`src/rtl/core/icss_pkg.sv`:
```
package icss_pkg;

  // Request function codes
  typedef enum logic [2:0] {
    FUNC_TICK      = 3'd0,
    FUNC_START_ALL = 3'd1,
    FUNC_START_ONE = 3'd2,
    FUNC_GRANT     = 3'd3,
    FUNC_READ      = 3'd4
  } func_e;

  // Response status codes
  typedef enum logic [1:0] {
    ST_OK     = 2'd0,
    ST_SHOW   = 2'd1,
    ST_REJECT = 2'd2
  } status_e;

  // Configuration register indexes
  localparam int CfgIdxW = 2;
  typedef enum logic [CfgIdxW-1:0] {
    CFG_DWELL = 2'd0,
    CFG_CUES  = 2'd1
  } cfg_idx_e;

  localparam int DwellW = 16;
  localparam int CueW   = 5;
  localparam int MapW   = 16;

  localparam logic [DwellW-1:0] DwellReset = 16'd100;
  localparam logic [CueW-1:0]   CuesReset  = 5'd16;

  typedef struct packed {
    logic [DwellW-1:0] dwell_ticks;
    logic [CueW-1:0]   usable_cues;
  } cfg_t;

  typedef struct packed {
    logic [2:0]      func;
    logic [CueW-1:0] cue;
    logic            pin_level;
    logic            show_running;
  } req_t;

  typedef struct packed {
    logic [CueW-1:0] drive_cue;
    logic            test_window;
    logic            busy_res;
    logic            accepted;
    logic [1:0]      status_code;
    logic            cue_result;
    logic [MapW-1:0] result_map;
  } rsp_t;

endpackage

```
`src/rtl/core/igniter_continuity_scan_sequencer_core.sv`:
```
// A response is registered in the cycle its request is accepted and is valid from the next cycle.
// Throughput: one request per cycle; the output register takes a new response
// in the cycle the held one is taken, so requests stall only on output back-pressure.
// Reset (async, active low): idle, not authorised, all cue results clear,
// dwell_ticks = 100, usable_cues = 16.
module igniter_continuity_scan_sequencer_core #(
  parameter int MAX_CUES = 16
) (
  input  logic                          clk_i,
  input  logic                          rst_ni,
  // configuration writes
  input  logic                          cfg_valid_i,
  output logic                          cfg_ready_o,
  input  logic [icss_pkg::CfgIdxW-1:0]  cfg_index_i,
  input  logic [icss_pkg::DwellW-1:0]   cfg_data_i,
  // request channel
  input  logic                          in_valid_i,
  output logic                          in_ready_o,
  input  logic [2:0]                    func_i,
  input  logic [icss_pkg::CueW-1:0]     cue_i,
  input  logic                          pin_level_i,
  input  logic                          show_running_i,
  // response channel
  output logic                          out_valid_o,
  input  logic                          out_ready_i,
  output logic [icss_pkg::CueW-1:0]     drive_cue_o,
  output logic                          test_window_o,
  output logic                          busy_res_o,
  output logic                          accepted_o,
  output logic [1:0]                    status_code_o,
  output logic                          cue_result_o,
  output logic [icss_pkg::MapW-1:0]     result_map_o
);

  icss_pkg::cfg_t cfg;
  icss_pkg::req_t req;
  icss_pkg::rsp_t rsp;
  icss_pkg::rsp_t rsp_q;
  logic           req_fire;

  assign req.func         = func_i;
  assign req.cue          = cue_i;
  assign req.pin_level    = pin_level_i;
  assign req.show_running = show_running_i;
  assign req_fire         = in_valid_i && in_ready_o;

  // Configuration registers
  icss_cfg u_cfg (
    .clk_i       (clk_i),
    .rst_ni      (rst_ni),
    .cfg_valid_i (cfg_valid_i),
    .cfg_ready_o (cfg_ready_o),
    .cfg_index_i (cfg_index_i),
    .cfg_data_i  (cfg_data_i),
    .cfg_o       (cfg)
  );

  // Sequencer state and per-request logic
  icss_seq #(
    .MAX_CUES (MAX_CUES)
  ) u_seq (
    .clk_i      (clk_i),
    .rst_ni     (rst_ni),
    .req_fire_i (req_fire),
    .req_i      (req),
    .cfg_i      (cfg),
    .rsp_o      (rsp)
  );

  // Response register
  icss_oreg u_oreg (
    .clk_i       (clk_i),
    .rst_ni      (rst_ni),
    .in_valid_i  (in_valid_i),
    .in_ready_o  (in_ready_o),
    .in_data_i   (rsp),
    .out_valid_o (out_valid_o),
    .out_ready_i (out_ready_i),
    .out_data_o  (rsp_q)
  );

  assign drive_cue_o   = rsp_q.drive_cue;
  assign test_window_o = rsp_q.test_window;
  assign busy_res_o    = rsp_q.busy_res;
  assign accepted_o    = rsp_q.accepted;
  assign status_code_o = rsp_q.status_code;
  assign cue_result_o  = rsp_q.cue_result;
  assign result_map_o  = rsp_q.result_map;

endmodule

```
`src/rtl/core/icss_cfg.sv`:
```
module icss_cfg (
  input  logic                          clk_i,
  input  logic                          rst_ni,
  input  logic                          cfg_valid_i,
  output logic                          cfg_ready_o,
  input  logic [icss_pkg::CfgIdxW-1:0]  cfg_index_i,
  input  logic [icss_pkg::DwellW-1:0]   cfg_data_i,
  output icss_pkg::cfg_t                cfg_o
);

  icss_pkg::cfg_t cfg_q, cfg_d;

  // Register writes are always taken
  assign cfg_ready_o = 1'b1;

  // Decode the register index; unknown indexes are dropped
  always_comb begin
    cfg_d = cfg_q;
    if (cfg_valid_i) begin
      case (icss_pkg::cfg_idx_e'(cfg_index_i))
        icss_pkg::CFG_DWELL: cfg_d.dwell_ticks = cfg_data_i;
        icss_pkg::CFG_CUES:  cfg_d.usable_cues = cfg_data_i[icss_pkg::CueW-1:0];
        default: ;
      endcase
    end
  end

  always_ff @(posedge clk_i or negedge rst_ni) begin
    if (!rst_ni) begin
      cfg_q.dwell_ticks <= icss_pkg::DwellReset;
      cfg_q.usable_cues <= icss_pkg::CuesReset;
    end else begin
      cfg_q <= cfg_d;
    end
  end

  assign cfg_o = cfg_q;

endmodule

```
`src/rtl/core/icss_seq.sv`:
```
module icss_seq #(
  parameter int MAX_CUES = 16
) (
  input  logic            clk_i,
  input  logic            rst_ni,
  input  logic            req_fire_i,
  input  icss_pkg::req_t  req_i,
  input  icss_pkg::cfg_t  cfg_i,
  output icss_pkg::rsp_t  rsp_o
);

  localparam int CueW = icss_pkg::CueW;
  localparam int MapN = (MAX_CUES < icss_pkg::MapW) ? MAX_CUES : icss_pkg::MapW;

  logic                       running_q, running_d;
  logic                       scan_all_q, scan_all_d;
  logic                       auth_q, auth_d;
  logic [CueW-1:0]            idx_q, idx_d;
  logic [icss_pkg::DwellW-1:0] dwell_q, dwell_d;
  logic [MAX_CUES-1:0]        res_q, res_d;

  logic [CueW-1:0]            eff_cues;
  logic                       cue_ok;
  logic [CueW-1:0]            cue_idx;
  logic                       accepted;
  icss_pkg::status_e          status;
  logic                       cue_res;

  // Effective cue count, clamped to 1..MAX_CUES
  always_comb begin
    if (cfg_i.usable_cues == '0) begin
      eff_cues = CueW'(1);
    end else if (32'(cfg_i.usable_cues) > MAX_CUES) begin
      eff_cues = CueW'(MAX_CUES);
    end else begin
      eff_cues = cfg_i.usable_cues;
    end
  end

  assign cue_ok  = (req_i.cue != '0) && (req_i.cue <= eff_cues);
  assign cue_idx = req_i.cue - CueW'(1);

  // Next state and response for one request
  always_comb begin
    running_d  = running_q;
    scan_all_d = scan_all_q;
    auth_d     = auth_q;
    idx_d      = idx_q;
    dwell_d    = dwell_q;
    res_d      = res_q;
    accepted   = 1'b0;
    status     = icss_pkg::ST_OK;
    cue_res    = 1'b0;

    case (icss_pkg::func_e'(req_i.func))
      icss_pkg::FUNC_TICK: begin
        if (running_q) begin
          if (dwell_q >= cfg_i.dwell_ticks) begin
            // sample return pin into the cue under test
            for (int i = 0; i < MAX_CUES; i++) begin
              if (32'(idx_q) == i) res_d[i] = req_i.pin_level;
            end
            dwell_d = '0;
            if (scan_all_q && ({1'b0, idx_q} + 6'd1 < {1'b0, eff_cues})) begin
              idx_d = idx_q + CueW'(1);
            end else begin
              running_d = 1'b0;
            end
          end else begin
            dwell_d = dwell_q + 16'd1;
          end
        end
      end
      icss_pkg::FUNC_START_ALL: begin
        if (req_i.show_running) begin
          status = icss_pkg::ST_SHOW;
        end else if (running_q || !auth_q) begin
          status = icss_pkg::ST_REJECT;
        end else begin
          running_d  = 1'b1;
          scan_all_d = 1'b1;
          idx_d      = '0;
          dwell_d    = '0;
          auth_d     = 1'b0;
          accepted   = 1'b1;
        end
      end
      icss_pkg::FUNC_START_ONE: begin
        if (running_q || !auth_q || !cue_ok) begin
          status = icss_pkg::ST_REJECT;
        end else begin
          running_d  = 1'b1;
          scan_all_d = 1'b0;
          idx_d      = cue_idx;
          dwell_d    = '0;
          auth_d     = 1'b0;
          accepted   = 1'b1;
        end
      end
      icss_pkg::FUNC_GRANT: begin
        auth_d = 1'b1;
      end
      icss_pkg::FUNC_READ: begin
        if (cue_ok) begin
          for (int i = 0; i < MAX_CUES; i++) begin
            if (32'(cue_idx) == i) cue_res = res_q[i];
          end
        end else begin
          status = icss_pkg::ST_REJECT;
        end
      end
      default: begin
        status = icss_pkg::ST_REJECT;
      end
    endcase
  end

  // Response, taken from the state after the request
  always_comb begin
    rsp_o             = '0;
    rsp_o.drive_cue   = running_d ? (idx_d + CueW'(1)) : '0;
    rsp_o.test_window = running_d;
    rsp_o.busy_res    = running_d;
    rsp_o.accepted    = accepted;
    rsp_o.status_code = status;
    rsp_o.cue_result  = cue_res;
    rsp_o.result_map  = icss_pkg::MapW'(res_d[MapN-1:0]);
  end

  always_ff @(posedge clk_i or negedge rst_ni) begin
    if (!rst_ni) begin
      running_q  <= 1'b0;
      scan_all_q <= 1'b0;
      auth_q     <= 1'b0;
      idx_q      <= '0;
      dwell_q    <= '0;
      res_q      <= '0;
    end else if (req_fire_i) begin
      running_q  <= running_d;
      scan_all_q <= scan_all_d;
      auth_q     <= auth_d;
      idx_q      <= idx_d;
      dwell_q    <= dwell_d;
      res_q      <= res_d;
    end
  end

endmodule

```
`src/rtl/core/icss_oreg.sv`:
```
module icss_oreg (
  input  logic            clk_i,
  input  logic            rst_ni,
  input  logic            in_valid_i,
  output logic            in_ready_o,
  input  icss_pkg::rsp_t  in_data_i,
  output logic            out_valid_o,
  input  logic            out_ready_i,
  output icss_pkg::rsp_t  out_data_o
);

  logic           valid_q, valid_d;
  icss_pkg::rsp_t data_q;

  // Free when empty or when the held response leaves this cycle
  assign in_ready_o = !valid_q || out_ready_i;

  always_comb begin
    valid_d = valid_q;
    if (in_ready_o) valid_d = in_valid_i;
  end

  always_ff @(posedge clk_i or negedge rst_ni) begin
    if (!rst_ni) begin
      valid_q <= 1'b0;
    end else begin
      valid_q <= valid_d;
    end
  end

  // Payload needs no reset
  always_ff @(posedge clk_i) begin
    if (in_valid_i && in_ready_o) data_q <= in_data_i;
  end

  assign out_valid_o = valid_q;
  assign out_data_o  = data_q;

endmodule
```
`config.mk`:
```
export PLATFORM = sky130hd
export DESIGN_NAME = igniter_continuity_scan_sequencer_core
export DESIGN_NICKNAME = d
export VERILOG_FILES = /design/src/rtl/core/icss_pkg.sv /design/src/rtl/core/igniter_continuity_scan_sequencer_core.sv /design/src/rtl/core/icss_cfg.sv /design/src/rtl/core/icss_seq.sv /design/src/rtl/core/icss_oreg.sv
export SDC_FILE = /design/constraint.sdc
export NUM_CORES = 1
export LEC_CHECK = 0
export BUFFER_PORTS_ARGS = -buffer_cell sky130_fd_sc_hd__buf_2
export CAP_MARGIN = 20
export CORE_MARGIN = 5
export CORE_UTILIZATION = 43
export CTS_BUF_LIST = sky130_fd_sc_hd__clkbuf_16
export DETAILED_ROUTE_END_ITERATION = 10
export PLACE_DENSITY_LB_ADDON = 0.2
export SYNTH_ARGS = -nofsm -noshare
export SYNTH_HDL_FRONTEND = slang
export SYNTH_SLANG_ARGS = --single-unit
```
`constraint.sdc`:
```
create_clock -name clk_i -period 3.4 [get_ports clk_i]
set_input_delay 0.51 -clock clk_i [delete_from_list [all_inputs] [get_ports clk_i]]
set_output_delay 0.51 -clock clk_i [all_outputs]
set_load 0.03 [all_outputs]
```
Yosys cells after proc, flatten, opt, wreduce, memory -nomap -nowiden
Cells that the tools add are included. Widths: inputs -> output; s select.

Register bits after elaboration: 88. Input bits: 33. Output and inout bits: 30.

Add/sub/neg operators: 5. Order comparisons: 4. Eq/ne operators: 39. Muxes and demuxes: 73. Reduce and logical (&&, ||, !) cells: 25.

Operators with widths (count): $mux 16 (8); $eq 5x4->1 const B (16); $pmux 16 s3 (1); $mux 1 (46); $eq 5x3->1 const B (8); $mux 5 (8); $eq 5x2->1 const B (4); $add 16x1->16 const B (1); $ge 16x16->1 (1); $logic_not 5->1 (3); $pmux 5 s3 (1); $add 5x1->5 const B (2); $eq 5x1->1 const B (2); $reduce_and 5->1 (2); $mux 2 (4); $pmux 2 s4 (1); $add 5x1->6 const B (1); $eq 3x2->1 const B (2); $lt 6x5->1 (1); $ne 2x2->1 const B (3); $pmux 1 s3 (2); $reduce_and 2->1 (3); $reduce_and 6->1 (1); $reduce_bool 3->1 (2); 16 further kinds (23).

Logic depth before layout (Yosys ltp)
Gate-level depths: netlist (run 1).

Word-level depth: 18. Mapped depth: 13. Depth with buffers taken out: 13.

Modules after synthesis
A second synthesis (run 1) with hierarchy kept.

Cells, all modules: 539. Area, all modules: 5452.7 um^2.

Modules (own cells, without submodules): icss_seq (times used 1, cells an instance 460, area an instance 3762.4 um^2, seq. area each 1001.0 um^2); icss_oreg (times used 1, cells an instance 31, area an instance 864.6 um^2, seq. area each 835.8 um^2); icss_cfg (times used 1, cells an instance 47, area an instance 819.5 um^2, seq. area each 530.5 um^2); igniter_continuity_scan_sequencer_core (times used 1, cells an instance 1, area an instance 6.3 um^2, seq. area each 0.0 um^2).

Worst setup path after synthesis (run 1)
OpenSTA, ideal clock, no wires.

Path kind: register to register. From: reg u_seq.idx_q[0]. To: reg u_oreg.data_q (netlist bit u_oreg.out_data_o[26]), data pin. Setup time: 0.260 ns. Arrival time: 2.933 ns. Data required time: 3.140 ns. Slack: 0.207 ns. Cell stages (with the launch flop): 14. Buffers on the path: 0. Clock period less this slack: 3.193 ns. Cells stage by stage: dfrtp_1 -> ha_1 -> and3_1 -> ha_1 -> inv_1 -> ha_1 -> nand2_1 -> o2111a_1 -> o21ai_2 -> nor3_4 -> o21ai_2 -> a221o_1 -> and4_4 -> mux2_4.

Cells in the longest elaborated chain, start to end: 8. Elaborated cells between the ends (all ways): 16.

RTL lines: start: declaration (RTL line icss_seq.sv:18) `logic [CueW-1:0] idx_q, idx_d;`; start signal: assignment (RTL line icss_seq.sv:142) `idx_q <= idx_d;`; $add 5x1->6 (RTL line icss_seq.sv:64) `if (scan_all_q && ({1'b0, idx_q} + 6'd1 < {1'b0, eff_cues})) begin`; $lt 6x5->1 (RTL line icss_seq.sv:64); $logic_and 1x1->1 (RTL line icss_seq.sv:64); $mux 5 (RTL line icss_seq.sv:64); $mux 5 (RTL line icss_seq.sv:58) `if (dwell_q >= cfg_i.dwell_ticks) begin`; $mux 5 (RTL line icss_seq.sv:57) `if (running_q) begin`; $pmux 5 s3 (RTL line icss_seq.sv:55) `case (icss_pkg::func_e'(req_i.func))`; $add 5x1->5 (RTL line icss_seq.sv:121) `rsp_o.drive_cue = running_d ? (idx_d + CueW'(1)) : '0;`; end signal: assignment (RTL line icss_oreg.sv:33) `if (in_valid_i && in_ready_o) data_q <= in_data_i;`; end: declaration (RTL line icss_oreg.sv:13) `icss_pkg::rsp_t data_q;`.

Several ways; a longest one is shown, not always the timed one. A chain may end at the register's enable or synchronous reset.

Final worst setup path (run 1)
Same ends and word-level chain as after synthesis.

==> impl_summary.log, run 1 <==
INFO  metric run_status = finished, final reports clean
INFO  metric quantity_of_i_o_buffers_inserted_on_ports = 61
INFO  metric area.growth.synth_to_final = 15.0%
INFO  metric cp-start-kind = register
INFO  metric detail_route.first_pass.iterations = 5
INFO  metric die-area = 14500 µm²
INFO  metric crit_family = adder cells
INFO  metric worst_setup_path_end_kind = register
INFO  metric place.detailed.hpwl = 9250 µm
INFO  metric critical_path.reg2reg.endpoint = u_oreg.out_data_o[26]$_SDFFCE_PN0P_
INFO  metric yosysMostFrequentCell = nand2_1
INFO  metric min_period = 3220 ps
INFO  metric post_cts_buffers = 0
INFO  metric rrSetupSlack = 180 ps
INFO  metric maximum_number_of_pins_on_one_net_before_global_route_repair = 42
INFO  metric setup_violations = 0
INFO  metric achievable-frequency = 311 MHz
INFO  metric clock_sinks = 88
INFO  metric fraction_of_registers_with_async_set_reset = 0.705
INFO  metric yosys_warnings = 0
INFO  metric final_layout_size_suffix_gt1_frac = 0.245
INFO  metric maximum_clock_skew_at_final_layout = 10.6 ps
INFO  metric grt_setup_unrepaired = yes
INFO  metric maxCapViolations = 0
INFO  metric max_slew_margin_vs_limit = 0.606
INFO  metric grt_pass1_vias = 4208
INFO  metric crit_path_max_incr_delay = 380 ps
INFO  metric clk_transition_reported_paths = 60 ps
INFO  metric synth-seq-cells = 88
INFO  metric worst-path-buf-inv = 1
INFO  metric clkLatencyLatePin = 350 ps
INFO  metric synth_largest_type_area_fraction = 0.276
INFO  metric place_congestion = 0.919
INFO  metric placement_rows = 40
INFO  metric tritoncts.num_buffers = 9
INFO  metric drt_iter0_markers = 199
INFO  metric post_cts.resized_instances = 0
INFO  metric power_leakage = 0.00266 µW
INFO  metric post-synth-top-area-cell = dfrtp_1
INFO  metric clock_tree.buffer_depth = 2
INFO  metric dominant_cells_by_area_after_synthesis = dfrtp_1 28%, edfxtp_1 15%, ha_1 8.6%, mux2_2 7.7%, nand2_1 4.8%
INFO  metric synth_enable_flop_cells = 26
INFO  metric nFillCells = 1146
INFO  metric groute.layer.met2.usage = 0.304
INFO  metric worstSetupPathDepth = 13
INFO  metric worstPathCellList = ha_1 -> and3_1 -> ha_1 -> inv_1 -> ha_1 -> nand2_1 -> o2111a_1 -> o21ai_2 -> nor3_4 -> o21ai_2 -> a221o_1 -> and4_4 -> mux2_4
INFO  metric die_x = 121 µm
INFO  metric final-max-slew-violation-count = 0
INFO  metric postLayoutCellArea = 6040 µm²
INFO  metric ys_types = 63
INFO  metric finalCoreUtilization = 0.503
INFO  metric total_number_of_nets_in_the_final_design = 672
INFO  metric grt.total_usage = 0.178
INFO  metric cts-hold-fix-buffers = 0
INFO  metric number_of_antenna_violations_at_the_first_check_in_global_routing = 0
INFO  metric use_met1 = 0.221
INFO  metric highest_fanout_seen_on_the_critical_path = 5
INFO  metric timing.critical_path.mode_cell = ha_1
INFO  metric groute.layer.met3.usage = 0.0510
INFO  metric worst_setup_endpoint = u_oreg.out_data_o[26]$_SDFFCE_PN0P_
INFO  metric avgSynthCellArea = 9.75 µm²
INFO  metric synth-main-ff-cell = dfrtp_1
INFO  metric timing.final.hold_violations = 0
INFO  metric pin_count = 63
INFO  metric n_antenna_cell = 0
INFO  metric initial_core_util = 0.438
INFO  metric cp.arrival = 3310 ps
INFO  metric clock_tree_from_tritoncts = done
INFO  metric floorplan.core_area = 12000 µm²
INFO  metric avgRoutedWirePerCell = 16.3 µm
INFO  metric hp-class = in -> async
INFO  metric cpMaxStageDelayCell = dfrtp_1
INFO  metric leading_cell_types_by_count_after_synthesis = 67 x nand2_1, 58 x dfrtp_1, 49 x o21ai_0
INFO  metric power.ir.vdd_worst = 0.000356 V
INFO  metric cts.htree.levels = 3
INFO  metric path_class = reg -> reg
INFO  metric vias_per_instance = 5.55
INFO  metric power_per_cell_area = 492 nW/µm²
INFO  metric ctsRootBufferMaster = clkbuf_16
INFO  metric max_slew.worst_pin.slew = 584 ps
INFO  metric global_route.overflow_total = 0
INFO  metric register_to_register_path_depth = 13
INFO  metric holdWs = 122 ps
INFO  metric height_of_the_chip = 121 µm
INFO  metric grt-busiest-layer = met2
INFO  metric synthCells = 539
INFO  metric final.period_utilization = 0.946
INFO  metric grt_first_pass_wirelength = 20500 µm
INFO  metric synth_seq_area_share = 0.445
INFO  metric synth_fp_nets = 608
INFO  metric totalNegativeSetupSlack = 0 ps
INFO  metric drt_wl_total = 12300 µm
INFO  metric drcViolationCount = 0
INFO  metric placement.cell_area = 5770 µm²
INFO  metric antenna_violating_nets_post_route = 0
INFO  metric crit_required = 3500 ps
INFO  metric r2r-start = u_seq.idx_q[0]$_DFFE_PN0P_
INFO  metric critPathLaunch = u_seq.idx_q[0]$_DFFE_PN0P_
INFO  metric routed-via-count = 4181
INFO  metric syn-cell-area = 5260 µm²
[metrics by stage]
| stage | total power, µW | instances | worst slack (ps) |
|---|---|---|---|
| floorplan | 1850 | 539 | 207 |
| global placement | 2080 | 739 | 178 |
| detailed placement | 2110 | 739 | 93.1 |
| CTS | 2990 | 754 | 132 |
| global route | 3160 | 754 | -14.5 |
| finish | 2970 | 754 | 185 |
[per-layer routing]
metal / wire length (µm) / part of all wire
met1: 5200 / 0.42
met5: 0 / 0
met3: 892 / 0.072
met2: 6050 / 0.49
met4: 166 / 0.013
[cells in the final DEF, fill, tap and decap left out, types with 3 or more instances in the layout]
cell type,count
a211o_1,3
a21oi_1,22
a221o_1,3
a22oi_1,3
and3_1,10
buf_2,61
buf_4,15
clkbuf_16,9
clkinv_1,3
dfrtp_1,58
dfstp_2,4
edfxtp_1,26
ha_1,36
inv_1,34
mux2_2,36
nand2_1,67
nand2b_1,7
nand3_1,24
nand4_1,3
nor2_1,40
nor2b_1,4
nor3_1,14
o211ai_1,4
o21a_1,3
o21ai_0,49
o31ai_1,4
or3_1,10
xnor2_1,5
[area by class of cell]
type | instances | area, µm² | area share
Sequential cell | 88 | 2340 | 0.387
Multi-Input combinational cell | 395 | 2730 | 0.451
Inverter | 33 | 124 | 0.0205
Clock inverter | 6 | 30.0 | 0.00497
Timing Repair Buffer | 76 | 418 | 0.0691
Clock buffer | 9 | 225 | 0.0373
Tap cell | 147 | 184 | 0.0304
[state kept, by name (all words and copies together), names as in the netlist]
name                count
u_seq.res_q            16
u_seq.idx_q             5
u_oreg.out_valid_o      1
u_seq.scan_all_q        1
u_seq.dwell_q          16
u_cfg.cfg_o            21
u_seq.auth_q            1
u_oreg.out_data_o      26
u_seq.running_q         1
[how the worst min path moves through the flow]
| stage | endpoint | from | slack, ps | cells past startpoint |
|---|---|---|---|---|
| floorplan | u_cfg.cfg_o[0]$_DFFE_PN0P_ | rst_ni | 210 | 0 |
| global placement | u_cfg.cfg_o[0]$_DFFE_PN0P_ | u_cfg.cfg_o[0]$_DFFE_PN0P_ | 490 | 1 |
| detailed placement | u_seq.dwell_q[11]$_DFFE_PN0P_ | rst_ni | 500 | 1 |
| CTS | u_seq.dwell_q[13]$_DFFE_PN0P_ | rst_ni | 130 | 1 |
| global route | u_seq.dwell_q[13]$_DFFE_PN0P_ | rst_ni | 150 | 1 |
| finish | u_seq.dwell_q[13]$_DFFE_PN0P_ | rst_ni | 120 | 1 |
[where the power goes]
| group | total, µW | switching (µW) | leakage, µW | internal (µW) |
|---|---|---|---|---|
| clock network | 877 | 397 | 0.000125 | 480 |
| logic | 800 | 495 | 0.00149 | 305 |
| registers | 1300 | 84.8 | 0.00105 | 1210 |
[cells by family after synthesis]
| family | after synthesis | synth area share |
|---|---|---|
| other | 1 | 0.000713 |
| adder cells (fa/ha/maj) | 36 | 0.0857 |
| buffers and inverters | 56 | 0.0424 |
| XOR/XNOR | 7 | 0.0117 |
| flip-flops | 88 | 0.445 |
| AO/OA/AOI/OAI | 112 | 0.138 |
| multiplexers | 40 | 0.0904 |
| AND/OR/NAND/NOR | 199 | 0.186 |
(Power assumes the default switching activity.)
==> run 2, diff against run 1 <==
--- a/config.mk
+++ b/config.mk
@@ -7,7 +7,6 @@
 export LEC_CHECK = 0
 export BUFFER_PORTS_ARGS = -buffer_cell sky130_fd_sc_hd__buf_2
 export CAP_MARGIN = 20
-export CORE_MARGIN = 5
 export CORE_UTILIZATION = 43
 export CTS_BUF_LIST = sky130_fd_sc_hd__clkbuf_16
 export DETAILED_ROUTE_END_ITERATION = 10
==> run 2 against run 1 <==
Against the previous run: worst setup slack worse by 77 ps; non-clock buffer count up 2; count of clock-buffer cells in the layout up 2; die area down 13%; wire length down 2.6%; via count down 0.62%; fmax down 2.3%; hold slack better by 87 ps; sequential power about the same; clock power up 11%; clock skew down 1.2 ps; critical path depth unchanged; largest power group unchanged.
==> impl_summary.log, run 2 (synthesis gave the netlist of run 1 again) <==
INFO  metric run_status = finished, final reports clean
INFO  metric final-max-slew-violation-count = 0 (unchanged)
INFO  metric ctsRootBufferMaster = clkbuf_16
INFO  metric area.growth.synth_to_final = 15.9%
INFO  metric clock_tree_from_tritoncts = done
INFO  metric max_slew_margin_vs_limit = 0.533 (-0.0733)
INFO  metric path_class = reg -> reg
INFO  metric maximum_clock_skew_at_final_layout = 9.41 ps (-1.16 ps)
INFO  metric power_leakage = 0.00270 µW (+1.4%)
INFO  metric cpMaxStageDelayCell = dfrtp_2
INFO  metric crit_required = 3490 ps (about the same)
INFO  metric n_antenna_cell = 0 (unchanged)
INFO  metric hp-class = in -> async
INFO  metric mostFrequentLayoutCells = 67 x nand2_1, 61 x buf_2, 57 x dfrtp_1
INFO  metric netSwitchingPower = 975 µW (-0.17%)
INFO  metric clock_sinks = 88 (unchanged)
INFO  metric die-area = 12700 µm² (-13%)
INFO  metric final_common_cell = nand2_1
INFO  metric number_of_antenna_violations_at_the_first_check_in_global_routing = 0 (unchanged)
INFO  metric holdWs = 209 ps (+86.7 ps)
INFO  metric avgRoutedWirePerCell = 15.8 µm (-3.0%)
INFO  metric crit_path_max_incr_delay = 450 ps (+70 ps)
INFO  metric sw_frac_of_total = 0.318 (-0.0107)
INFO  metric cp-start-kind = register
INFO  metric grt.total_usage = 0.203 (+0.0242)
INFO  metric max_slew.worst_pin.slew = 700 ps (+116 ps)
INFO  metric grt_pass1_vias = 4005 (-4.8%)
INFO  metric register_to_register_path_depth = 13 (unchanged)
INFO  metric place.detailed.hpwl = 9000 µm (-2.8%)
INFO  metric clock_tree.buffer_depth = 2 (unchanged)
INFO  metric r2r-start = u_seq.idx_q[1]$_DFFE_PN0P_
INFO  metric achievable-frequency = 304 MHz (-2.3%)
INFO  metric routed-via-count = 4155 (-0.62%)
INFO  metric initial_core_util = 0.440 (+0.00183)
INFO  metric drcViolationCount = 0 (unchanged)
INFO  metric total_power = 3070 µW (+3.2%)
INFO  metric vias_per_instance = 5.49 (-1.0%)
INFO  metric cts-hold-fix-buffers = 0 (unchanged)
INFO  metric power_per_cell_area = 503 nW/µm² (+2.3%)
INFO  metric cts.htree.levels = 3 (unchanged)
INFO  metric drt_wl_total = 12000 µm (-2.6%)
INFO  metric worst_setup_path_end_kind = register
INFO  metric worstPathCellList = ha_1 -> and3_1 -> ha_1 -> inv_1 -> ha_1 -> nand2_1 -> o2111a_1 -> o21ai_2 -> nor3_4 -> o21ai_2 -> a221o_1 -> and4_4 -> mux2_4
INFO  metric power.share.combinational = 0.261 (-0.008)
INFO  metric detail_route.first_pass.iterations = 6 (+1)
INFO  metric crit_family = adder cells
INFO  metric timing.critical_path.mode_cell = ha_1
INFO  metric critPathLaunch = u_seq.idx_q[1]$_DFFE_PN0P_
INFO  metric worst_setup_endpoint = u_oreg.out_data_o[26]$_SDFFCE_PN0P_
INFO  metric worst-path-buf-inv = 1 (unchanged)
INFO  metric flip_flop_count_of_the_largest_register_after_layout = 26 (unchanged)
INFO  metric drt_iter0_markers = 124 (-38%)
INFO  metric grt_setup_unrepaired = yes
INFO  metric final_layout_size_suffix_gt1_frac = 0.251 (+0.00535)
INFO  metric timing.final.hold_violations = 0 (unchanged)
INFO  metric placement_rows = 40 (unchanged)
INFO  metric postLayoutCellArea = 6090 µm² (+0.83%)
INFO  metric cell_internal_pwr = 2090 µW (+4.8%)
INFO  metric power.ir.vdd_worst = 0.000215 V (-40%)
INFO  metric tritoncts.num_buffers = 9 (unchanged)
INFO  metric placed_cells = 741 (+0.27%)
INFO  metric totalNegativeSetupSlack = 0 ps (unchanged)
INFO  metric critical_path.reg2reg.endpoint = u_oreg.out_data_o[26]$_SDFFCE_PN0P_
INFO  metric clkLatencyLatePin = 340 ps (about the same)
INFO  metric pin_count = 63 (unchanged)
INFO  metric rrSetupSlack = 110 ps (-80 ps)
INFO  metric nFillCells = 1088 (-5.1%)
INFO  metric height_of_the_chip = 113 µm (-6.6%)
INFO  metric place_congestion = 0.901 (-2.0%)
INFO  metric floorplan.core_area = 12000 µm² (-0.42%)
INFO  metric final-instance-count-excl-fill = 757 (+0.40%)
INFO  metric highest_fanout_seen_on_the_critical_path = 6 (+1)
INFO  metric global_route.overflow_total = 0 (unchanged)
INFO  metric post_cts_buffers = 0 (unchanged)
INFO  metric quantity_of_i_o_buffers_inserted_on_ports = 61 (unchanged)
INFO  metric placement.cell_area = 5780 µm² (+0.26%)
INFO  metric maximum_number_of_pins_on_one_net_before_global_route_repair = 33 (-21%)
INFO  metric maxCapViolations = 0 (unchanged)
INFO  metric grt_first_pass_wirelength = 19800 µm (-3.2%)
INFO  metric worstSetupPathDepth = 13 (unchanged)
INFO  metric cp.arrival = 3380 ps (+70 ps)
INFO  metric total_number_of_nets_in_the_final_design = 674 (+0.30%)
INFO  metric min_period = 3290 ps (+76.7 ps)
INFO  metric power.sequential.fraction = 0.421 (-0.015)
INFO  metric die_x = 113 µm (-6.6%)
INFO  metric setup_violations = 0 (unchanged)
INFO  metric clk_transition_reported_paths = 60 ps (about the same)
INFO  metric final.period_utilization = 0.968 (+0.0226)
INFO  metric antenna_violating_nets_post_route = 0 (unchanged)
INFO  metric pwr-share-clk = 0.317 (+0.022)
[run 2: layout make-up]
type,instances,area [µm²],area share
Sequential cell,88,2340,0.384
Inverter,33,124,0.0203
Clock inverter,5,21.3,0.00349
Timing Repair Buffer,78,433,0.0710
Multi-Input combinational cell,395,2720,0.446
Tap cell,147,184,0.0302
Clock buffer,11,275,0.0452
[run 2: how the worst min path moves through the flow]
stage | startpoint | end | slack [ps]
after detailed placement | u_cfg.cfg_o[10]$_DFFE_PN1P_ | u_cfg.cfg_o[10]$_DFFE_PN1P_ | 500
after floorplan | rst_ni | u_cfg.cfg_o[0]$_DFFE_PN0P_ | 210
after global placement | u_cfg.cfg_o[0]$_DFFE_PN0P_ | u_cfg.cfg_o[0]$_DFFE_PN0P_ | 500
after CTS | rst_ni | u_seq.dwell_q[13]$_DFFE_PN0P_ | 230
after global routing | rst_ni | u_seq.dwell_q[15]$_DFFE_PN0P_ | 260
final | rst_ni | u_seq.dwell_q[13]$_DFFE_PN0P_ | 210
[run 2: metrics by stage]
stage / utilization / setup WS, ps
after floorplan: - / 207
after global placement: 0.483 / 141
after detailed placement: 0.483 / 78.6
after CTS: 0.508 / 46.8
after global routing: 0.510 / -24.6
final: 0.510 / 108
[run 2: what timing repair did]
item	CTS	global route
hold endpoints to repair	0	0
gates resized for setup	0	4
endpoints found under the setup margin	0	5
[run 2: layer usage]
metal,part of all wire,global-route usage,vias up
met5,0,0,-
met4,0.032,0.0996,0
met3,0.035,0.0373,29
met2,0.48,0.340,98
met1,0.45,0.251,1972
li1,-,-,2056
[run 2: power groups by stage]
stage	logic, µW	registers [µW]	clock network, µW
global placement	779	1310	0
global route	902	1300	1040
detailed placement	795	1310	0
finish	802	1290	973
CTS	801	1290	997
floorplan	514	1330	0
[run 2: worst register-to-register path, cell delays in order (launching register included)]
cell and delay (ps):
dfrtp_2 450, ha_1 240, and3_1 200, ha_1 260
inv_1 60, ha_1 290, nand2_1 90, o2111a_1 180
o21ai_2 90, nor3_4 180, o21ai_2 110, a221o_1 380
and4_4 220, mux2_4 290
